[config.mk]
export PLATFORM = sky130hd
export DESIGN_NAME = cpct_queue
export DESIGN_NICKNAME = d
export VERILOG_FILES = /design/src/hdl/cpct_queue.sv
export SDC_FILE = /design/constraint.sdc
export NUM_CORES = 1
export LEC_CHECK = 0
export ABC_AREA = 1
export BUFFER_PORTS_ARGS = -buffer_cell sky130_fd_sc_hd__buf_2
export CELL_PAD_IN_SITES_DETAIL_PLACEMENT = 0
export CELL_PAD_IN_SITES_GLOBAL_PLACEMENT = 1
export CORE_UTILIZATION = 29
export DETAILED_ROUTE_END_ITERATION = 8
export PLACE_DENSITY = 0.67
export SETUP_SLACK_MARGIN = 0.05
export SLEW_MARGIN = 20
export SYNTH_ARGS = -nofsm -noshare
export SYNTH_HDL_FRONTEND = slang
export SYNTH_SLANG_ARGS = --single-unit
[constraint.sdc]
create_clock -name clock -period 2.1 [get_ports clock]
set_input_delay 0.105 -clock clock [delete_from_list [all_inputs] [get_ports clock]]
set_output_delay 0.105 -clock clock [all_outputs]
set_load 0.005 [all_outputs]
[src/hdl/cpct_queue.sv]
// ---------------------------------------------------------------------------
// cpct_queue
// Two-entry word queue between the front and back parts.
// ---------------------------------------------------------------------------
module cpct_queue #(
   parameter int WIDTH = 8
) (
   input  logic             clock,
   input  logic             reset,
   input  logic             in_valid,
   output logic             in_ready,
   input  logic [WIDTH-1:0] in_data,
   output logic             out_valid,
   input  logic             out_ready,
   output logic [WIDTH-1:0] out_data
);
   logic [WIDTH-1:0] mem_ff [2];
   logic             wp_ff, rp_ff, wp_in, rp_in;
   logic [1:0]       cnt_ff, cnt_in;
   logic             wr, rd;

   assign in_ready  = (cnt_ff != 2'd2);
   assign out_valid = (cnt_ff != 2'd0);
   assign out_data  = mem_ff[rp_ff];
   assign wr = in_valid && in_ready;
   assign rd = out_valid && out_ready;
   assign wp_in  = wr ? ~wp_ff : wp_ff;
   assign rp_in  = rd ? ~rp_ff : rp_ff;
   assign cnt_in = cnt_ff + {1'b0, wr} - {1'b0, rd};

   // advance pointers
   always_ff @(posedge clock) begin
      if (reset) begin
         wp_ff  <= 1'b0;
         rp_ff  <= 1'b0;
         cnt_ff <= 2'd0;
      end else begin
         wp_ff  <= wp_in;
         rp_ff  <= rp_in;
         cnt_ff <= cnt_in;
      end
   end

   // store word
   always_ff @(posedge clock) begin
      if (wr) begin
         mem_ff[wp_ff] <= in_data;
      end
   end

endmodule

Word-level counts from Yosys, hierarchy flattened
Memory sizes are Yosys's and may differ from the RTL's. A register that Yosys moved wholly into a read port is not among the register bits.
Cells that the tools add are included.
{"block": "word_totals", "ff_bits": 4, "wordCells": 16, "ram_bits": 16, "input_bits": 12, "latch_bits": 0, "out_inout_bits": 10, "n_memories": 1, "rom_bits": 0}
{"block": "op_classes", "multipliers": 0, "reduce_logical": 3, "n_addsub": 2, "div_mod_pow": 0, "n_bitwise": 2, "shifts": 0, "n_lt_le_gt_ge": 0, "muxes": 4, "eq_ne": 1}
{"name": "mem_ff", "words": 2, "word_bits": 8, "read_ports": 1, "rd_clocked_by_memory_dff": 1, "write_ports": 1, "line": "17", "source": "logic [WIDTH-1:0] mem_ff [2];"}
{"op": "1-bit 2-to-1 mux", "count": 4}
{"op": "2-bit by 1-bit adder with 2-bit output", "count": 1}
{"op": "1-bit logical AND", "count": 2}
{"op": "2-bit inequality test (second input constant)", "count": 1}
{"op": "1-bit NOT", "count": 2}
{"op": "2-bit nonzero test", "count": 1}
{"op": "2-bit by 1-bit subtractor with 2-bit output", "count": 1}

Longest topological paths before layout
{"block": "logic_depth", "ltp_word": 4, "depth_mapped": 11, "mapped_depth_nobuf": 11}

Worst setup path before layout
OpenSTA, ideal clock, no wires.
{"block": "synth_path", "path_kind": "flip-flop to flip-flop", "from": "register cnt_ff[0]", "to": "register cnt_ff[1]", "required_time_ns": 1.985, "setup_ns": 0.115, "setup_slack_ns": 0.677, "arrival_ns": 1.308, "synth_period_minus_slack_ns": 1.423, "path_stages_with_launch": 11, "path_buffers": 0, "cell_sequence": "dfxtp_1 inv_1 nand2_2 nand2_1 ha_1 inv_1 ha_1 inv_1 nand2_1 a21oi_1 nor2_1"}
{"block": "synth_between", "elab_chain_len": 4, "elab_cells_between_ends": 6, "cone_classes": "add/sub: 2; eq/ne: 1; reduce/logical: 3"}
{"item": "from (decl)", "line": "19", "source": "logic [1:0] cnt_ff, cnt_in;"}
{"item": "from (signal assigned)", "line": "40", "source": "cnt_ff <= cnt_in;"}
{"item": "2-bit inequality test", "line": "22", "source": "assign in_ready = (cnt_ff != 2'd2);"}
{"item": "named net in_ready", "line": "11", "source": "output logic in_ready,"}
{"item": "1-bit logical AND", "line": "25", "source": "assign wr = in_valid && in_ready;"}
{"item": "2-bit by 1-bit adder with 2-bit output", "line": "29", "source": "assign cnt_in = cnt_ff + {1'b0, wr} - {1'b0, rd};"}
{"item": "2-bit by 1-bit subtractor with 2-bit output", "line": "29"}
The timed path passes the listed nets, and every way through them passes these cells.
A chain may end at the register's enable or synchronous reset.

Final worst setup path
{"block": "layout_path", "from": "register cnt_ff[0]", "to": "register cnt_ff[1]"}
{"block": "layout_between", "elab_chain_len": 4, "elab_cells_between_ends": 6, "cone_classes": "add/sub: 2; eq/ne: 1; reduce/logical: 3"}
{"item": "2-bit inequality test", "line": "22"}
{"item": "1-bit logical AND", "line": "25"}
{"item": "2-bit by 1-bit adder with 2-bit output", "line": "29"}
{"item": "2-bit by 1-bit subtractor with 2-bit output *", "line": "29"}
Mark *: on every way between the ends. The rest lies on a longest branch, timed or not.

==> flow_summary.rst <==
.. list-table::
   :header-rows: 1

   * - Metric
     - Value
   * - Share of the clock period used by the worst path after layout
     - 72.75%
   * - Layout net count
     - 111
   * - Classification of the worst setup path
     - reg2reg
   * - Post-synthesis average cell area
     - 14.13 sq um
   * - R2R depth
     - 10
   * - H-tree depth
     - 1
   * - Global placer's final weighted congestion
     - 0.6673
   * - Max_slew headroom
     - 66.27%
   * - Post-layout worst setup margin
     - 0.5722 ns
   * - Gate Count Post-Synth
     - 62
   * - Worst-case clock skew
     - 0.003511 ns
   * - Cell depth of the worst hold path
     - 4
   * - Number of sinks driven by the clock tree
     - 21
   * - Highest signal layer in the routed design
     - met3
   * - Area growth from synthesis to final layout
     - 29.43%
   * - Startpoint type of the worst setup path
     - register
   * - Pin count of the biggest net entering global routing
     - 13
   * - Clock buffer count from CTS
     - 3
   * - Leakage power summed over all cells
     - 0.4950 nW
   * - Post-route core utilization
     - 40.41%
   * - Final cell count without fillers
     - 127
   * - Input/output buffers
     - 21
   * - Wire length on met2
     - 678 microns
   * - Number of DRC markers in iteration 0
     - 14
   * - Core Footprint
     - 0.002805 sq mm
   * - Largest fanout of any net on the critical path
     - 4
   * - Via density per instance
     - 4.339
   * - Setup repair after global routing missed its margin
     - no
   * - Critical Path End Type
     - register
   * - Initial antenna violation count
     - 0
   * - MaxCap Viol Count
     - 0
   * - Setup-failing EPs final
     - 0
   * - Die area
     - 0.003244 sq mm
   * - Routed via count
     - 551
   * - Adder and majority cell fraction of the synthesized area
     - 2.857%
   * - Data arrival, critical path
     - 1.73 ns
   * - Share of the synthesized area in compound gates (AO/OA/AOI/OAI)
     - 1.143%
   * - Fin. max-slew vios
     - 0
   * - Post-layout power
     - 1.159 mW
   * - Antenna Nets Post-Route
     - 0
   * - Buffer levels on the longest clock path
     - 2
   * - Combinational family with the most area after synthesis
     - multiplexers
   * - Post-synthesis cell type count
     - 14
   * - Starting Density
     - 31.22%
   * - Required time at the endpoint of the critical path
     - 2.31 ns
   * - Vias in the first global route
     - 549
   * - DP Cell Count
     - 114
   * - Synthesized-area fraction occupied by and/or/nand/nor cells
     - 11.29%
   * - Outcome
     - complete, but fails checks
   * - Number of diodes added for antenna fixing
     - 0
   * - Post-synthesis mux area share
     - 13.71%
   * - Number of endpoints with negative hold slack in the final report
     - 0
   * - Clock tree from TritonCTS
     - done
   * - Final worst path period need
     - 1.528 ns
   * - Length of routed wiring on met1
     - 536 microns
   * - Chip width
     - 56.96 microns
   * - Transition time at the pin with the least slew margin
     - 0.5053 ns
   * - Detailed-routing iteration count for the pre-antenna-repair pass
     - 6
   * - Cells resized by post-CTS repair
     - 0
   * - Wire length of the first global-routing pass
     - 2208 microns
   * - Ratio of cells with drive above 1 in the final layout
     - 40.63%
   * - Sequential cell area fraction in the yosys report
     - 66.29%
   * - Post-route DRC
     - 6
   * - Worst Hold Class
     - in2reg
   * - Half-perimeter wire length of the detailed placement result
     - 963.8 microns
   * - Power density normalized to cell area
     - 1023 mW/mm^2
   * - Routed wire length
     - 1321 microns
   * - Post-synth net total
     - 76
   * - Wire length on met3
     - 106 microns
   * - Violated checks
     - design-rule violations
   * - Maximum frequency from static timing analysis
     - 0.6546 GHz
   * - Xor/xnor cell area share of the yosys netlist
     - 0%
   * - Combined area of all synthesized cells
     - 875.8 sq um
   * - Clock latency at the later pin of the worst-skew pair
     - 0.30 ns
   * - Overflow left after global routing
     - 0
   * - Fin Setup TNS
     - 0 ns
   * - Clock transition at path regs
     - 0.11 ns
   * - Worst VDD drop
     - 509.8 uV
   * - Drt wl/cell
     - 10.40 microns
   * - Cell row count
     - 19
   * - Leading cell type in the layout, fill and taps excluded
     - sky130_fd_sc_hd__buf_2
   * - Total global-route track usage
     - 9.227%
   * - Total of warnings raised by yosys
     - 0
   * - Top library cells by usage in the layout, fill and taps aside
     - sky130_fd_sc_hd__buf_2 (21), sky130_fd_sc_hd__edfxtp_1 (16), sky130_fd_sc_hd__dlygate4sd3_1 (9)
   * - Register bit count reported by yosys
     - 21
   * - # IOs
     - 22
   * - Worst setup slack for register-to-register paths
     - 0.57 ns
   * - Setup Slack @ Placement
     - 0.5808 ns
   * - DIE HEIGHT
     - 56.96 microns
   * - Root Driver
     - sky130_fd_sc_hd__clkbuf_4
## metal layers
| layer | global-route usage [%] | up-vias |
|---|---|---|
| met5 | 0 | - |
| met4 | 2.091 | 0 |
| li1 | - | 279 |
| met2 | 16.64 | 18 |
| met3 | 5.215 | 0 |
| met1 | 9.211 | 254 |
## stage by stage
stage | hold slack (ns) | instance area [sq um]
finish | 0.1049 | 1134
global route | 0.1070 | 1134
CTS | 0.08873 | 1134
detailed placement | 0.2808 | 1016
global placement | 0.2776 | 1016
floorplan | 0.1762 | 875.8
## flip-flops by register name, summed over array words and instances, names as in the netlist, named ones only
signal  count
mem_ff     16
cnt_ff      2
rp_ff       1
wp_ff       1
## repair_timing
item	CTS	global route
setup buffers	0	0
endpoints found under the hold margin	17	0
hold buffers	9	0
## cells in the mapped netlist
cell,number,area (sq um)
sky130_fd_sc_hd__nand3_1,2,10.01
sky130_fd_sc_hd__dfxtp_1,5,100.1
sky130_fd_sc_hd__ha_1,2,25.02
sky130_fd_sc_hd__buf_6,1,11.26
sky130_fd_sc_hd__nor2_1,7,26.28
sky130_fd_sc_hd__nand2_1,6,22.52
sky130_fd_sc_hd__nand2_2,2,12.51
sky130_fd_sc_hd__nand3_2,1,10.01
sky130_fd_sc_hd__inv_1,8,30.03
sky130_fd_sc_hd__a21oi_1,2,10.01
sky130_fd_sc_hd__mux2_4,8,120.1
sky130_fd_sc_hd__nor2_2,1,6.260
sky130_fd_sc_hd__nor2_4,1,11.26
sky130_fd_sc_hd__edfxtp_1,16,480.5
## worst max-delay path, stage by stage, from the launching register on
cell and delay, ns:
sky130_fd_sc_hd__dfxtp_1 0.38, sky130_fd_sc_hd__inv_1 0.08, sky130_fd_sc_hd__nand2_2 0.09, sky130_fd_sc_hd__nand2_1 0.08, sky130_fd_sc_hd__ha_1 0.28, sky130_fd_sc_hd__inv_1 0.05, sky130_fd_sc_hd__ha_1 0.18, sky130_fd_sc_hd__inv_1 0.05
sky130_fd_sc_hd__nand2_1 0.06, sky130_fd_sc_hd__a21oi_1 0.13, sky130_fd_sc_hd__nor2_1 0.06
## report_power, final
part           switching, mW  internal [mW]
Combinational          0.175          0.207
Clock                  0.115         0.0710
Sequential            0.0592          0.532
Total                  0.349          0.810
## area by class of cell
class	count	area (sq um)
Fill cell	276	1672
Sequential cell	21	580.6
Multi-Input combinational cell	32	254.0
Timing Repair Buffer	31	202.7
Tap cell	31	38.79
Inverter	8	30.03
Clock buffer	3	22.52
Clock inverter	1	5.005
## path summary, 6_finish.rpt
check,from,endpoint
worst max-delay path,cnt_ff[0]$_SDFF_PP0_,cnt_ff[1]$_SDFF_PP0_
worst min-delay path,out_ready,register
worst max register to register,cnt_ff[0]$_SDFF_PP0_,cnt_ff[1]$_SDFF_PP0_
worst min register to register,rp_ff$_SDFFE_PP0P_,register
## logic make-up (layout without fill, tap and decap cells)
| kind of cell | count (synthesis) | after routing |
|---|---|---|
| adder cells (fa/ha/maj) | 2 | 2 |
| AO/OA/AOI/OAI | 2 | 2 |
| flip-flops | 21 | 21 |
| multiplexers | 8 | 8 |
| AND/OR/NAND/NOR | 20 | 20 |
| buffers and inverters | 9 | 43 |
(Power assumes the default switching activity.)
