<file path="config.mk">
export PLATFORM = sky130hd
export DESIGN_NAME = cpct_front
export DESIGN_NICKNAME = d
export VERILOG_FILES = /design/src/hdl/cpct_pkg.sv /design/src/hdl/cpct_front.sv
export SDC_FILE = /design/constraint.sdc
export NUM_CORES = 2
export LEC_CHECK = 0
export ABC_AREA = 1
export CELL_PAD_IN_SITES_DETAIL_PLACEMENT = 0
export CELL_PAD_IN_SITES_GLOBAL_PLACEMENT = 1
export CORE_MARGIN = 2
export CORE_UTILIZATION = 40
export CTS_CLUSTER_SIZE = 24
export DETAILED_ROUTE_END_ITERATION = 16
export DONT_BUFFER_PORTS = 1
export PLACE_DENSITY = 0.73
export REMOVE_ABC_BUFFERS = 1
export SYNTH_ARGS = -nofsm -noshare
export SYNTH_HDL_FRONTEND = slang
export SYNTH_SLANG_ARGS = --single-unit
</file>
<file path="constraint.sdc">
create_clock -name clock -period 11.4 [get_ports clock]
set_input_delay 1.71 -clock clock [delete_from_list [all_inputs] [get_ports clock]]
set_output_delay 1.71 -clock clock [all_outputs]
set_load 0.01 [all_outputs]
</file>
<file path="src/hdl/cpct_pkg.sv">
// ---------------------------------------------------------------------------
// cpct_pkg
// Shared types and constants for the collider pair contact tracker.
// ---------------------------------------------------------------------------
package cpct_pkg;

   localparam int ID_BITS_DEFAULT = 4;
   localparam int POS_W   = 24;
   localparam int SIZE_W  = 16;
   localparam int SCALE_W = 8;
   localparam logic [SCALE_W-1:0] SCALE_RESET = 8'd100;

   // Scaled size: 16 x 8 bits.
   localparam int SS_W = SIZE_W + SCALE_W;
   // Doubled coordinates, and sums of doubled coordinates with sizes.
   localparam int D_W  = POS_W + SS_W;
   // Every doubled delta magnitude, limit and radius stays below 2^26.
   localparam int MAG_W = POS_W + 2;
   // Squared distances.
   localparam int SQ_W = 2 * MAG_W + 1;

   localparam logic [1:0] EV_NONE  = 2'd0;
   localparam logic [1:0] EV_ENTER = 2'd1;
   localparam logic [1:0] EV_STAY  = 2'd2;
   localparam logic [1:0] EV_EXIT  = 2'd3;

   localparam logic KIND_RECT   = 1'b0;
   localparam logic KIND_CIRCLE = 1'b1;

   typedef struct packed {
      logic [1:0]             mode;     // {first_kind, second_kind}
      logic signed [D_W-1:0]  dx;       // centre or clamp delta, doubled
      logic signed [D_W-1:0]  dy;
      logic [D_W-1:0]         lim_x;    // rect-rect limits or radius
      logic [D_W-1:0]         lim_y;
   } geom_type;

endpackage

</file>
<file path="src/hdl/cpct_front.sv">
// ---------------------------------------------------------------------------
// cpct_front
// Scales sizes, classifies the pair and forms the doubled deltas and
// limits, registering the scaled sizes and then the geometry.
// ---------------------------------------------------------------------------
module cpct_front #(
   parameter int ID_BITS = cpct_pkg::ID_BITS_DEFAULT
) (
   input  logic                          clock,
   input  logic                          reset,
   input  logic                          in_valid,
   output logic                          in_ready,
   input  logic [2*ID_BITS-1:0]          in_idx,
   input  logic                          a_kind,
   input  logic signed [cpct_pkg::POS_W-1:0]  ax,
   input  logic signed [cpct_pkg::POS_W-1:0]  ay,
   input  logic [cpct_pkg::SIZE_W-1:0]   aw,
   input  logic [cpct_pkg::SIZE_W-1:0]   ah,
   input  logic                          b_kind,
   input  logic signed [cpct_pkg::POS_W-1:0]  bx,
   input  logic signed [cpct_pkg::POS_W-1:0]  by,
   input  logic [cpct_pkg::SIZE_W-1:0]   bw,
   input  logic [cpct_pkg::SIZE_W-1:0]   bh,
   input  logic [cpct_pkg::SCALE_W-1:0]  scale,
   output logic                          out_valid,
   input  logic                          out_ready,
   output logic [2*ID_BITS-1:0]          out_idx,
   output cpct_pkg::geom_type            out_geom
);
   import cpct_pkg::*;

   // stage 1: inputs held with scaled sizes
   logic                   s1_valid_ff, s1_valid_in;
   logic [2*ID_BITS-1:0]   s1_idx_ff;
   logic                   s1_ak_ff, s1_bk_ff;
   logic signed [POS_W-1:0] s1_ax_ff, s1_ay_ff, s1_bx_ff, s1_by_ff;
   logic [SS_W-1:0]        s1_aw_ff, s1_ah_ff, s1_bw_ff, s1_bh_ff;
   logic                   s2_valid_ff, s2_valid_in;
   logic [2*ID_BITS-1:0]   s2_idx_ff;
   geom_type               s2_geom_ff, geom_in;
   logic                   s1_adv, s2_adv;

   assign s2_adv   = !s2_valid_ff || out_ready;
   assign s1_adv   = !s1_valid_ff || s2_adv;
   assign in_ready = s1_adv;

   assign s1_valid_in = s1_adv ? in_valid : s1_valid_ff;
   assign s2_valid_in = s2_adv ? s1_valid_ff : s2_valid_ff;

   // advance control
   always_ff @(posedge clock) begin
      if (reset) begin
         s1_valid_ff <= 1'b0;
         s2_valid_ff <= 1'b0;
      end else begin
         s1_valid_ff <= s1_valid_in;
         s2_valid_ff <= s2_valid_in;
      end
   end

   // scale sizes into stage 1
   always_ff @(posedge clock) begin
      if (s1_adv && in_valid) begin
         s1_idx_ff <= in_idx;
         s1_ak_ff  <= a_kind;
         s1_bk_ff  <= b_kind;
         s1_ax_ff  <= ax;
         s1_ay_ff  <= ay;
         s1_bx_ff  <= bx;
         s1_by_ff  <= by;
         s1_aw_ff  <= SS_W'(aw) * SS_W'(scale);
         s1_ah_ff  <= SS_W'(ah) * SS_W'(scale);
         s1_bw_ff  <= SS_W'(bw) * SS_W'(scale);
         s1_bh_ff  <= SS_W'(bh) * SS_W'(scale);
      end
   end

   // classify and form deltas
   logic signed [D_W-1:0] ax2, ay2, bx2, by2, aw2, ah2, bw2, bh2;
   logic signed [D_W-1:0] acx, acy, bcx, bcy;
   logic signed [D_W-1:0] cx, cy, rx0, ry0, rx1, ry1, nx, ny;
   logic [D_W-1:0]        rad;

   always_comb begin
      ax2 = D_W'(s1_ax_ff) <<< 1;
      ay2 = D_W'(s1_ay_ff) <<< 1;
      bx2 = D_W'(s1_bx_ff) <<< 1;
      by2 = D_W'(s1_by_ff) <<< 1;
      aw2 = D_W'(s1_aw_ff);
      ah2 = D_W'(s1_ah_ff);
      bw2 = D_W'(s1_bw_ff);
      bh2 = D_W'(s1_bh_ff);
      acx = ax2 + aw2;
      acy = ay2 + ah2;
      bcx = bx2 + bw2;
      bcy = by2 + bh2;
      // circle centre and rectangle span, by which side is the circle
      if (s1_ak_ff == KIND_CIRCLE) begin
         cx  = acx;
         cy  = acy;
         rad = D_W'(s1_aw_ff);
         rx0 = bx2;
         ry0 = by2;
         rx1 = bx2 + (bw2 <<< 1);
         ry1 = by2 + (bh2 <<< 1);
      end else begin
         cx  = bcx;
         cy  = bcy;
         rad = D_W'(s1_bw_ff);
         rx0 = ax2;
         ry0 = ay2;
         rx1 = ax2 + (aw2 <<< 1);
         ry1 = ay2 + (ah2 <<< 1);
      end
      nx = (cx > rx1) ? rx1 : ((cx < rx0) ? rx0 : cx);
      ny = (cy > ry1) ? ry1 : ((cy < ry0) ? ry0 : cy);

      geom_in.mode = {s1_ak_ff, s1_bk_ff};
      case ({s1_ak_ff, s1_bk_ff})
         {KIND_RECT, KIND_RECT}: begin
            geom_in.dx    = ax2 - bx2;
            geom_in.dy    = ay2 - by2;
            geom_in.lim_x = D_W'(s1_aw_ff) + D_W'(s1_bw_ff);
            geom_in.lim_y = D_W'(s1_ah_ff) + D_W'(s1_bh_ff);
         end
         {KIND_CIRCLE, KIND_CIRCLE}: begin
            geom_in.dx    = acx - bcx;
            geom_in.dy    = acy - bcy;
            geom_in.lim_x = D_W'(s1_aw_ff) + D_W'(s1_bw_ff);
            geom_in.lim_y = '0;
         end
         default: begin
            geom_in.dx    = cx - nx;
            geom_in.dy    = cy - ny;
            geom_in.lim_x = rad;
            geom_in.lim_y = '0;
         end
      endcase
   end

   // hold stage 2 while the queue is full
   always_ff @(posedge clock) begin
      if (s2_adv && s1_valid_ff) begin
         s2_idx_ff  <= s1_idx_ff;
         s2_geom_ff <= geom_in;
      end
   end

   assign out_valid = s2_valid_ff;
   assign out_idx   = s2_idx_ff;
   assign out_geom  = s2_geom_ff;

endmodule

</file>
# Word level (Yosys, flattened, before mapping)

Cells that the tools add are included.

Register bits: 406
Input port bits: 182
Output and inout bits: 204
Logic and storage cells: 63

$add $sub $neg: 16
Multipliers: 4
$lt $le $gt $ge: 4
Equality and inequality tests: 1
Multiplexer cells: 12
Reductions and logical operators: 7

Operator list:

| cell                                           | number |
|---|---|
| 48-bit 2-to-1 mux                              | 10 |
| 192-bit case mux with 2 select lines           | 1 |
| 25-bit by 26-bit adder with 27-bit output      | 4 |
| 25-bit by 25-bit adder with 26-bit output      | 4 |
| 48-bit > comparator                            | 2 |
| 48-bit less-than comparator                    | 2 |
| 16-bit by 8-bit multiplier with 24-bit output  | 4 |
| 48-bit subtractor                              | 2 |
| 26-bit by 26-bit subtractor with 27-bit output | 2 |
| 25-bit by 25-bit subtractor with 26-bit output | 2 |
| 24-bit by 24-bit adder with 25-bit output      | 2 |
| 24-bit 2-to-1 mux                              | 1 |
| 2-bit == test, second input constant           | 1 |
| 1-bit logical AND                              | 2 |
| 1-bit zero test                                | 2 |
| 2-bit zero test                                | 1 |
| 1-bit logical OR                               | 2 |

# Longest topological paths before layout

Depth in word-level cells: 7
Mapped depth: 60
Gate-level depth less buffers: 58

# Worst setup path after synthesis

No wires, ideal clock.

Path type: input -> register
From: input port out_ready
To: register s2_geom_ff, in the netlist out_geom[0] (enable)
Setup time: 0.723 ns
Arrival: 9.243 ns
Data required time: 10.677 ns
Setup slack: 1.434 ns
Cell stages on the path: 2
Path buffers: 0
Cell sequence: inv_1 -> a21oi_1

Longest elaborated chain between the ends: 2

Ends and longest elaborated chain:

| what                 | RTL line          | source |
|---|---|---|
| from (decl)          | cpct_front.sv:26  | `input logic out_ready,` |
| 1-bit logical OR     | cpct_front.sv:43  | `assign s2_adv = !s2_valid_ff \|\| out_ready;` |
| 1-bit logical AND    | cpct_front.sv:143 | `if (s2_adv && s1_valid_ff) begin` |
| to (signal assigned) | cpct_front.sv:145 | `s2_geom_ff <= geom_in;` |
| to (decl)            | cpct_front.sv:40  | `geom_type s2_geom_ff, geom_in;` |

No other way between the ends.
A chain may end at the register's enable or synchronous reset.

==> results.json <==
{
  "yosysUniqueCellTypes": 65,
  "hold_viol": 0,
  "htreeDepth": 2,
  "crit_family": "compound AO/OA/AOI/OAI gates",
  "r2r_start": "s1_ax_ff[1]$_DFFE_PP_",
  "grt_overflow_total": 0,
  "holdCritPathClass": "flop to flop",
  "path_class": "flop to flop",
  "clock_path_buffers": 3,
  "startpoint": "s1_ax_ff[1]$_DFFE_PP_",
  "post_cts_buffers": 0,
  "worst-path-max-fanout": 28,
  "synth_area_per_cell_sq_um": 7.56,
  "cts_buffers": 42,
  "cts_resized": 0,
  "relSlewSlack": 0.285,
  "fp-row-count": 131,
  "synth-seq-cells": 360,
  "gp_congestion": 0.950,
  "drv_slew": 0,
  "fmax_mhz": 107,
  "drc_errors": 0,
  "netlist.top_cell.by_area": "edfxtp_1",
  "ys_warn_count": 0,
  "grt_max_degree": 83,
  "first_global_vias": 42113,
  "antenna_found_initial": 27,
  "grt_usage": 0.249,
  "initial_core_util": 0.403,
  "final_common_cell": "nand2_1",
  "synth_flop_cell": "edfxtp_1",
  "dr.pass1.iters": 6,
  "cts_hold_repair.buffers": 0,
  "clkTransAtPathRegs_ns": 0.07,
  "crit_buf_inv": 7,
  "drv_cap": 0,
  "multiInputGateArea_sq_mm": 0.0353,
  "finalWorstSetupSlack_ns": 2.03,
  "synth_area_sq_mm": 0.0513,
  "cts_root_buf": "clkbuf_16",
  "crit_cells": 50,
  "cts.sinks": 360,
  "cpMostUsedCell": "nand2_1",
  "finalSetupViolCount": 0,
  "io_pins": 386,
  "n_fill_cell": 13014,
  "vdd_drop_max_uv": 165,
  "syn_inst": 6780,
  "wl_per_cell_microns": 19.9,
  "r2r-end": "out_geom[191]$_DFFE_PP_",
  "synth_edf_count": 358,
  "skew_ns": 0.0400,
  "syn2layout_area_growth_pct": 4.90,
  "rr_worst_depth": 50,
  "dpl.hpwl_microns": 138000,
  "via_count": 44086,
  "min-delay-start": "s1_idx_ff[6]$_DFFE_PP_",
  "timing.final.crit_period_ns": 9.37,
  "hold_depth": 0,
  "final_cells": 8335,
  "crit_path_top_delay_cell": "clkinv_1",
  "grt_first_pass_wirelength_microns": 251000,
  "die_y_microns": 362,
  "async_reset_ff_frac": 0,
  "reg2reg_setup_slack_ns": 2.03,
  "seq_area_frac_synth": 0.210,
  "port_buffers": 0,
  "synth.area.top_cells": "edfxtp_1 (21%), ha_1 (16%), fa_1 (14%)",
  "fp.dieW_microns": 362,
  "power.density_mw_per_mm2": 323,
  "ant_nets": 0,
  "routed_wl_microns": 166000,
  "synth_top_area_share": 0.210,
  "dp_slack_ns": 2.08,
  "coreArea_sq_mm": 0.127,
  "drive_gt1_frac": 0.0364,
  "worstSetupEndpoint": "out_geom[191]$_DFFE_PP_",
  "die_area_sq_mm": 0.131,
  "cp-start-kind": "flop",
  "required_ns": 11.87,
  "endpoint_kind": "flop",
  "rsz0062_at_grt": "false",
  "final-seq-area_sq_mm": 0.0108,
  "post-place-cells": 8256,
  "nNetsFinal": 7836,
  "viasPerCell": 5.29,
  "final_cell_mix": "nand2_1 (1671), inv_1 (1069), ha_1 (663)",
  "power.leakage_nw": 27.2,
  "cp_slowest_stage_delay_ns": 0.70,
  "period_share": 0.822,
  "tightest_slew_ns": 1.06,
  "status": "finished, final reports clean",
  "clk_latency_ns": 0.63,
  "arrival_ns": 9.84,
  "dr.first_iter.drc_count": 3399,
  "tritoncts": "yes"
}
-- cells in the mapped netlist, drive strengths merged, types with 3 or more instances --
cell	instances
and3	3
o31ai	17
nor4	15
a32oi	4
clkbuf	155
xor2	161
o22ai	33
nand4	33
o21ai	485
inv	1085
nor2	361
edfxtp	358
a22oi	3
or2	32
nor3	47
nand2	1727
fa	352
nand3	230
ha	664
a21boi	24
a31oi	43
a21oi	595
and2	7
buf	99
clkinv	3
o221ai	12
a21o	15
a221oi	9
nand3b	9
o21bai	31
o21a	22
o211ai	29
xnor2	70
a211oi	30
-- stage by stage --
stage                     hold WS (ns)   util  setup TNS [ns]  total power, mW  instance area [sq um]
after global placement           0.402  0.412               0             15.8                  52400
after CTS                        0.421  0.422               0             17.3                  53800
after detailed placement         0.407  0.412               0             15.8                  52400
after floorplan                  0.400      -          -62.95             12.2                  50200
final                            0.422  0.422               0             17.4                  53800
after global routing             0.426  0.422               0             19.3                  53800
-- kinds of logic (layout without fill, tap and decap cells) --
| logic type | count (synthesis) | in the layout | share of synthesized area |
|---|---|---|---|
| AO/OA/AOI/OAI | 1364 | 1364 | 0.148 |
| adder cells (fa/ha/maj) | 1016 | 1016 | 0.299 |
| AND/OR/NAND/NOR | 2464 | 2464 | 0.197 |
| flip-flops | 360 | 360 | 0.210 |
| XOR/XNOR | 231 | 231 | 0.0394 |
| multiplexers | 2 | 2 | 0.000390 |
| other | 1 | 49 | 0.0000731 |
| buffers and inverters | 1342 | 1187 | 0.105 |
-- cell type report --
class,count,area share
Sequential cell,360,0.201
Multi-Input combinational cell,5123,0.656
Clock buffer,47,0.0203
Timing Repair Buffer,23,0.00321
Antenna cell,3,0.000140
Tap cell,1662,0.0387
Inverter,1088,0.0761
Clock inverter,29,0.00491
-- power by group --
group          leakage [nW]  total, mW  internal (mW)  switching, mW
sequential             3.50       2.59           2.13          0.460
clock                 0.659       1.36          0.749          0.614
combinational          23.1       13.4           4.77           8.68
total                  27.2       17.4           7.65           9.75
-- flip-flops by register name, summed over array words and instances, names as in the netlist --
register	count
out_geom	148
out_idx	8
out_valid	1
s1_ah_ff	24
s1_ak_ff	1
s1_aw_ff	24
s1_ax_ff	24
s1_ay_ff	24
s1_bh_ff	24
s1_bk_ff	1
s1_bw_ff	24
s1_bx_ff	24
s1_by_ff	24
s1_idx_ff	8
s1_valid_ff	1
-- worst min-delay path by stage --
stage | end | slack (ns)
3_5_place_dp | out_idx[6]$_DFFE_PP_ | 0.41
4_1_cts | out_idx[6]$_DFFE_PP_ | 0.42
5_1_grt | out_idx[4]$_DFFE_PP_ | 0.43
2_1_floorplan | out_idx[0]$_DFFE_PP_ | 0.40
6_report | out_idx[6]$_DFFE_PP_ | 0.42
3_3_place_gp | out_idx[6]$_DFFE_PP_ | 0.40
-- layer usage --
metal,up-vias,track usage,share of wire
met5,-,0,0.0011
met4,32,0.0547,0.022
met3,172,0.0669,0.096
met2,1325,0.358,0.40
met1,20692,0.369,0.48
li1,21865,-,-
No activity file was read; power rests on OpenSTA's default activity.
