==> src/hdl/cpct_pkg.sv <==
// ---------------------------------------------------------------------------
// cpct_pkg
// Shared types and constants for the collider pair contact tracker.
// ---------------------------------------------------------------------------
package cpct_pkg;

   localparam int ID_BITS_DEFAULT = 4;
   localparam int POS_W   = 24;
   localparam int SIZE_W  = 16;
   localparam int SCALE_W = 8;
   localparam logic [SCALE_W-1:0] SCALE_RESET = 8'd100;

   // Scaled size: 16 x 8 bits.
   localparam int SS_W = SIZE_W + SCALE_W;
   // Doubled coordinates, and sums of doubled coordinates with sizes.
   localparam int D_W  = POS_W + SS_W;
   // Every doubled delta magnitude, limit and radius stays below 2^26.
   localparam int MAG_W = POS_W + 2;
   // Squared distances.
   localparam int SQ_W = 2 * MAG_W + 1;

   localparam logic [1:0] EV_NONE  = 2'd0;
   localparam logic [1:0] EV_ENTER = 2'd1;
   localparam logic [1:0] EV_STAY  = 2'd2;
   localparam logic [1:0] EV_EXIT  = 2'd3;

   localparam logic KIND_RECT   = 1'b0;
   localparam logic KIND_CIRCLE = 1'b1;

   typedef struct packed {
      logic [1:0]             mode;     // {first_kind, second_kind}
      logic signed [D_W-1:0]  dx;       // centre or clamp delta, doubled
      logic signed [D_W-1:0]  dy;
      logic [D_W-1:0]         lim_x;    // rect-rect limits or radius
      logic [D_W-1:0]         lim_y;
   } geom_type;

endpackage

==> src/hdl/cpct_back.sv <==
// ---------------------------------------------------------------------------
// cpct_back
// Clears the contact table after reset, then per word captures the
// magnitudes, squares them, decides the hit, updates the contact table
// and hands out the event word.
// ---------------------------------------------------------------------------
module cpct_back #(
   parameter int ID_BITS = cpct_pkg::ID_BITS_DEFAULT
) (
   input  logic                     clock,
   input  logic                     reset,
   input  logic                     in_valid,
   output logic                     in_ready,
   input  logic [2*ID_BITS-1:0]     in_idx,
   input  cpct_pkg::geom_type       in_geom,
   output logic                     out_empty,
   input  logic                     out_pop,
   output logic [1:0]               out_event,
   output logic                     out_touch
);
   import cpct_pkg::*;
   localparam int DEPTH = 1 << (2 * ID_BITS);

   // sequencer: clear table, wait for a word, square, compare, hold result
   localparam logic [2:0] ST_CLEAR = 3'd0;
   localparam logic [2:0] ST_IDLE  = 3'd1;
   localparam logic [2:0] ST_SQ    = 3'd2;
   localparam logic [2:0] ST_CMP   = 3'd3;
   localparam logic [2:0] ST_OUT   = 3'd4;

   logic [2:0]           st_ff, st_in;
   logic [2*ID_BITS-1:0] clr_ff, clr_in;
   logic [2*ID_BITS-1:0] idx_ff;
   logic [1:0]           mode_ff;
   logic [MAG_W-1:0]     mx_ff, my_ff, lx_ff, ly_ff;
   logic [2*MAG_W-1:0]   sqx_ff, sqy_ff, sqr_ff;
   logic [SQ_W-1:0]      sqd;
   logic [D_W-1:0]       mx, my;
   logic                 tab_mem [DEPTH];
   logic                 tab_we, tab_wd;
   logic [2*ID_BITS-1:0] tab_wa;
   logic                 was_ff;
   logic [1:0]           ev_ff;
   logic                 touch_ff, hit;

   assign mx = in_geom.dx[D_W-1] ? D_W'(-in_geom.dx) : D_W'(in_geom.dx);
   assign my = in_geom.dy[D_W-1] ? D_W'(-in_geom.dy) : D_W'(in_geom.dy);
   assign in_ready = (st_ff == ST_IDLE);
   assign clr_in = (st_ff == ST_CLEAR) ? clr_ff + (2*ID_BITS)'(1) : clr_ff;

   always_comb begin
      st_in = st_ff;
      case (st_ff)
         ST_CLEAR: if (clr_ff == '1) st_in = ST_IDLE;
         ST_IDLE:  if (in_valid) st_in = ST_SQ;
         ST_SQ:    st_in = ST_CMP;
         ST_CMP:   st_in = ST_OUT;
         ST_OUT:   if (out_pop) st_in = ST_IDLE;
         default:  st_in = ST_IDLE;
      endcase
   end

   // sequence control and clear counter
   always_ff @(posedge clock) begin
      if (reset) begin
         st_ff  <= ST_CLEAR;
         clr_ff <= '0;
      end else begin
         st_ff  <= st_in;
         clr_ff <= clr_in;
      end
   end

   // contact table: one write port, registered read
   assign tab_we = (st_ff == ST_CLEAR) || (st_ff == ST_CMP);
   assign tab_wa = (st_ff == ST_CLEAR) ? clr_ff : idx_ff;
   assign tab_wd = (st_ff == ST_CLEAR) ? 1'b0 : hit;
   always_ff @(posedge clock) begin
      if (tab_we) tab_mem[tab_wa] <= tab_wd;
      if (st_ff == ST_IDLE && in_valid) was_ff <= tab_mem[in_idx];
   end

   // capture magnitudes
   always_ff @(posedge clock) begin
      if (st_ff == ST_IDLE && in_valid) begin
         idx_ff  <= in_idx;
         mode_ff <= in_geom.mode;
         mx_ff   <= mx[MAG_W-1:0];
         my_ff   <= my[MAG_W-1:0];
         lx_ff   <= in_geom.lim_x[MAG_W-1:0];
         ly_ff   <= in_geom.lim_y[MAG_W-1:0];
      end
   end

   // square the deltas and the radius
   always_ff @(posedge clock) begin
      if (st_ff == ST_SQ) begin
         sqx_ff <= mx_ff * mx_ff;
         sqy_ff <= my_ff * my_ff;
         sqr_ff <= lx_ff * lx_ff;
      end
   end

   assign sqd = {1'b0, sqx_ff} + {1'b0, sqy_ff};

   always_comb begin
      if (mode_ff == {KIND_RECT, KIND_RECT})
         hit = (mx_ff < lx_ff) && (my_ff < ly_ff);
      else
         hit = sqd <= {1'b0, sqr_ff};
   end

   // latch event word
   always_ff @(posedge clock) begin
      if (st_ff == ST_CMP) begin
         touch_ff <= hit;
         ev_ff    <= hit ? (was_ff ? EV_STAY : EV_ENTER) : (was_ff ? EV_EXIT : EV_NONE);
      end
   end

   assign out_empty = (st_ff != ST_OUT);
   assign out_event = ev_ff;
   assign out_touch = touch_ff;

endmodule

==> config.mk <==
export PLATFORM = sky130hd
export DESIGN_NAME = cpct_back
export DESIGN_NICKNAME = d
export VERILOG_FILES = /design/src/hdl/cpct_pkg.sv /design/src/hdl/cpct_back.sv
export SDC_FILE = /design/constraint.sdc
export NUM_CORES = 2
export LEC_CHECK = 0
export BUFFER_PORTS_ARGS = -buffer_cell sky130_fd_sc_hd__buf_2
export CORE_MARGIN = 2
export CORE_UTILIZATION = 30
export CTS_BUF_LIST = sky130_fd_sc_hd__clkbuf_16
export DETAILED_ROUTE_END_ITERATION = 10
export PLACE_DENSITY = 0.5
export SLEW_MARGIN = 40
export SYNTH_ARGS = -nofsm -noshare
export SYNTH_HDL_FRONTEND = slang
export SYNTH_SLANG_ARGS = --single-unit
==> constraint.sdc <==
create_clock -name clock -period 11.3 [get_ports clock]
set_input_delay 2.26 -clock clock [delete_from_list [all_inputs] [get_ports clock]]
set_output_delay 2.26 -clock clock [all_outputs]
set_load 0.005 [all_outputs]
; ---- After elaboration in Yosys (flattened, before gate mapping)
; Memories as Yosys holds them, arrays and structs flattened. A register that Yosys moved wholly into a read port is not among the register bits.
; Index checks and enable logic that the tools add are counted.
[totals]
rom_bits = 0
word_cells = 53
latch_bits = 0
out_inout_bits = 5
input_bits = 206
n_memories = 1
ramBits = 256
reg_bits = 284
[classes]
eq_ne = 9
n_reduce_logical = 6
n_div = 0
order_cmp = 3
n_mux = 14
n_bitwise = 0
add_sub_neg = 4
multipliers = 3
shifts = 0
[memory_table]
columns = memory, depth, width, read_ports, rd_clocked_by_memory_dff, write_ports, line_no
row1 = tab_mem, 256, 1, 1, 1, 1, cpct_back.sv:39  ; logic tab_mem [DEPTH];
[ops]
columns = operator, n
row1 = multiplier 26 x 26 -> 52 bit, 3
row2 = adder 52 x 52 -> 53 bit, 1
row3 = <= comparator 53 x 52 -> 1 bit, 1
row4 = less-than comparator 26 bit, 2
row5 = 2-to-1 mux 26 bit, 2
row6 = negation 26 bit, 2
row7 = one-hot mux 3 bit (5 select lines), 1
row8 = 2-to-1 mux 3 bit, 3
row9 = adder 8 x 1 -> 8 bit (second input constant), 1
row10 = == test 8 bit (second input constant), 1
row11 = 2-to-1 mux 8 bit, 1
row12 = == test 3 x 2 -> 1 bit (second input constant), 2
row13 = 2-to-1 mux 2 bit, 3
row14 = != test 2 bit (second input constant), 3
row15 = 2-to-1 mux 1 bit, 4
row16 = == test 3 x 1 -> 1 bit (second input constant), 1
row17 = == test 3 bit (second input constant), 1
row18 = logical NOT 3 bit, 1
row19 = != test 3 bit (second input constant), 1
row20 = AND reduction 3 bit, 1
row21 = logical AND 1 bit, 2
row22 = logical NOT 2 bit, 1
row23 = logical OR 1 bit, 1

; ---- Longest topological paths before layout
[depth]
word_depth = 4
ltp_mapped = 29
ltp_nobuf = 28

; ---- Worst setup path before layout
; No wires, ideal clock.
[synth_timing]
path_type = register to register
startpoint = register st_ff[1]
endpoint = register st_ff[1]
arrival_time_ns = 11.868
t_required_ns = 11.194
path_slack_ns = -0.674
path_buffers = 0
synth_period_minus_slack_ns = 11.974
stages_incl_launch_ff = 4
setup_ns = 0.106
path_cell_list = dfxtp_1 -> inv_1 -> nor3_1 -> o21ba_2
[synth_via]
elab_chain_len = 3
word_cells_on_any_way = 10
cone_classes = 7 x eq/ne / 1 x mux / 2 x reduce/logical
[synth_lines]
columns = item, line_no
row1 = start: declaration, cpct_back.sv:31  ; logic [2:0] st_ff, st_in;
row2 = start signal: assignment, cpct_back.sv:69  ; st_ff <= st_in;
row3 = "== test 3 bit, or another cell as far along", cpct_back.sv:53  ; case (st_ff)
row4 = != test 2 bit (no source line), n/a
row5 = AND reduction 3 bit (no source line), n/a
; Parallel ways exist; a longest one is shown, timed or not.
; A chain may end at the register's enable or synchronous reset.

; ---- Final worst setup path
[layout_timing]
startpoint = register mx_ff[20]
endpoint = register sqx_ff[50], data pin
[layout_via]
elab_chain_len = 1
[layout_lines]
columns = item, line_no
row1 = start: declaration, cpct_back.sv:35  ; logic [MAG_W-1:0] mx_ff, my_ff, lx_ff, ly_ff;
row2 = start signal: assignment, cpct_back.sv:88  ; mx_ff <= mx[MAG_W-1:0];
row3 = multiplier 26 x 26 -> 52 bit, cpct_back.sv:98  ; sqx_ff <= mx_ff * mx_ff;
row4 = end signal: assignment, cpct_back.sv:98
row5 = end: declaration, cpct_back.sv:36  ; logic [2*MAG_W-1:0] sqx_ff, sqy_ff, sqr_ff;
; Every way passes these cells.

==> flow_summary_export.csv <==
group,metric,value,unit
synth,synth_seq_cells,538,
placement,place_hpwl,169,mm
synth,synth_mux_area_share,2.39,%
final_layout,finalNetCount,10800,
cts,ctsResizeCount,0,
die,num_io_pins,211,
die,dieArea,281000,sq um
worst_setup_path,r2r_cells,25,
power,p_switching,0.990,mW
worst_setup_path,worst_setup_path_start_kind,"flip-flop",
die,start_util,30.1,%
synth,ys.flop_type,"edfxtp_1",
cts,ctsLongestPathBuffers,3,
hold_path,hold_path_depth,0,
final_layout,syn2layout_area_growth,8.76,%
hold_path,hold_path_class,"flip-flop to flip-flop",
placement,dp_slack,2.74,ns
sta,hold_viol_final,0,
global_route,grt_pass1_wl,348,mm
routing,wl,216,mm
power,total_power,4.41,mW
final_layout,register_area,16000,sq um
sta,setup_viol,0,
final_layout,fill_cells,28300,
synth,synth_top_area_cell,"fa_1",
worst_setup_path,critPathKind,"flip-flop to flip-flop",
synth,synthCells,8302,
worst_setup_path,worstPathMaxFanout,13,
power,leakage,43.6,nW
run,max_cap_viol_count,0,
synth,yosysWarnings,0,
placement,dp_cells,12000,
synth,yosys-top-cells-count,"inv_1 (2248), fa_1 (1539), ha_1 (729), nand2_1 (718), nor2_1 (565)",
synth,yosysMostFrequentCell,"inv_1",
final_layout,fin_area,90400,sq um
sta,finalCritPeriodShare,76.2,%
worst_setup_path,crit_required,11.75,ns
cts,htreeDepth,2,
die,die_h,530,microns
synth,yosysSeqAreaShare,19.3,%
power,seqPwrFrac,49.2,%
synth,synth_edf_count,527,
power,switching_share,22.5,%
routing,drc_errors,0,
cts,postCtsSetupBuffers,0,
sta,clock_skew,0.0413,ns
synth,ys_top_cells_by_area,"fa_1 (37%), edfxtp_1 (19%), ha_1 (11%)",
sta,fin_crit,8.61,ns
final_layout,diodes,0,
synth,yosys.area_share.simple,10.1,%
cts,cts-hold-fix-buffers,0,
routing,avgRoutedWirePerCell,17.9,microns
synth,synth_xor_area_share,2.83,%
synth,synth_cell_types,81,
routing,vias_per_cell,4.57,
sta,holdWs,0.506,ns
synth,ys_async_sr_fraction,0,%
routing,route.vias.total,55200,
cts,cts_root_buf,"clkbuf_16",
sta,clock.fmax,116,MHz
global_route,grt_max_degree,257,
synth,synth_compound_area_share,5.93,%
cts,worstSkewPairLatency,0.72,ns
cts,cts_num_sinks,538,
power,cell_internal_pwr,3.42,mW
cts,path_clk_slew,0.06,ns
synth,synth_top_family_by_area,"adder cells",
sta,maxSlewViolCount,0,
routing,drtAntennaViolNets,0,
sta,relSlewSlack,42.8,%
status,status,"complete, no violations",
global_route,antenna_found_initial,5,
synth,syn_avg_cell_area,10.0,sq um
placement,postPlaceCellArea,88200,sq um
synth,syn-num-nets,10800,
cts,cts_tree,"done",
sta,timing.final.ws_setup,2.69,ns
power,clkPwrFrac,47.7,%
global_route,grt_pass1_vias,60900,
final_layout,drive_above_1_share,5.52,%
die,die_width,530,microns
synth,synthAdderAreaFrac,48.0,%
worst_setup_path,arrival,9.05,ns
global_route,track_usage,15.8,%
die,core-area,276000,sq um
die,rows,193,
power,irDropWorstVdd,0.111,mV
worst_setup_path,end_kind,"flip-flop",
final_layout,final_cells,12100,
sta,rsz0062_at_grt,"false",
synth,syn_area,83100,sq um
sta,worst_pin_slew,0.858,ns
global_route,grt_overflow,0,
cts,cts_buffers,59,
placement,place.gp.congestion,0.862,
final_layout,fin_util,32.7,%
final_layout,multi_input_comb_area,57700,sq um
routing,first_iter_violations,3020,
power,power.density,48.7,nW/um^2
sta,tns,0,ns
placement,io_buffers,124,
routing,dr.pass1.iters,6,
power,power_frac_comb,3.0,%
synth,synth_top_cell_area_share,37.1,%
## per-layer routing
layer | vias to the layer above | wire [microns] | GRT usage [%]
li1 | 25500 | - | -
met1 | 28500 | 93800 | 20.9
met2 | 1027 | 109000 | 28.0
met3 | 229 | 8070 | 1.40
met4 | 0 | 5140 | 3.52
met5 | - | 0 | 0
## worst paths after layout
| kind | start | to | slack (ns) |
|---|---|---|---|
| worst max-delay path | mx_ff[20]$_DFFE_PP_ | sqx_ff[50]$_DFFE_PP_ | 2.69 |
| worst min-delay path | was_ff$_DFFE_PP_ | out_event[1]$_DFFE_PP_ | 0.51 |
| worst max register to register | mx_ff[20]$_DFFE_PP_ | sqx_ff[50]$_DFFE_PP_ | 2.69 |
| worst min register to register | was_ff$_DFFE_PP_ | out_event[1]$_DFFE_PP_ | 0.51 |
## cell type report
cell class	count	share of cell area (%)
clock buffers	59	1.63
clock inverters	52	0.664
inverters	2256	9.37
multi-input cells	5250	63.9
flip-flops and latches	538	17.8
well taps	3705	5.13
repair buffers	222	1.59
## power by group through the flow
stage,clock network [mW],registers (mW),logic [mW]
after detailed placement,0,2.21,0.135
after CTS,2.18,2.17,0.136
final,2.10,2.17,0.134
after global routing,2.25,2.17,0.145
after floorplan,0,2.21,0.0742
after global placement,0,2.21,0.132
## state kept, by name, indices dropped and copies added (netlist names)
| register | cells |
|---|---|
| lx_ff | 26 |
| tab_mem | 256 |
| my_ff | 26 |
| st_ff | 3 |
| out_event | 2 |
| ly_ff | 26 |
| idx_ff | 8 |
| was_ff | 1 |
| mx_ff | 26 |
| sqr_ff | 51 |
| sqy_ff | 51 |
| sqx_ff | 51 |
| clr_ff | 8 |
| out_touch | 1 |
| mode_ff | 2 |
## placed cells by master (no fill, tap or decap), drive strengths merged, types with 24 or more instances in the layout
cell	Yosys	routed
nand2b	33	33
fa	1539	1539
and2	286	286
a31oi	29	29
nor2	565	565
mux4	85	85
a21o	150	150
nand4	48	48
edfxtp	527	527
nand2	718	718
o31ai	25	25
inv	2251	2261
xnor2	188	188
nor2b	36	36
and3	29	29
a211oi	24	24
clkbuf	234	59
o21a	26	26
o21ai	144	144
nand3	42	42
nor3	28	28
clkinv	5	32
buf	24	222
a21oi	223	223
xor2	81	81
ha	729	729
o21bai	32	32
## critical path, cell delays in order (launching register included)
cell and delay [ns]:
edfxtp_1 0.91, buf_4 0.37, inv_1 0.22, nor2_1 0.24, fa_1 0.50, fa_1 0.56
inv_1 0.06, fa_1 0.49, fa_1 0.53, inv_1 0.06, fa_1 0.49, fa_1 0.49
inv_1 0.04, fa_1 0.47, inv_1 0.04, ha_1 0.35, a21oi_1 0.18, o21ai_0 0.15
and4bb_2 0.32, o211ai_1 0.11, a21oi_1 0.49, o211ai_1 0.21, a211oi_2 0.39, o21ai_1 0.19
a221oi_1 0.34, xnor2_1 0.10
## logic make-up (layout without fill, tap and decap cells)
group                      after synthesis  in the layout
buffers and inverters                 2514           2589
adders and majority gates             2268           2268
and+or+nand+nor                       1860           1860
AOI/OAI and AO/OA                      761            761
DFF                                    538            538
xor gates and xnor gates               269            269
muxes                                   92             92
Power figures use the tool's default switching activity.
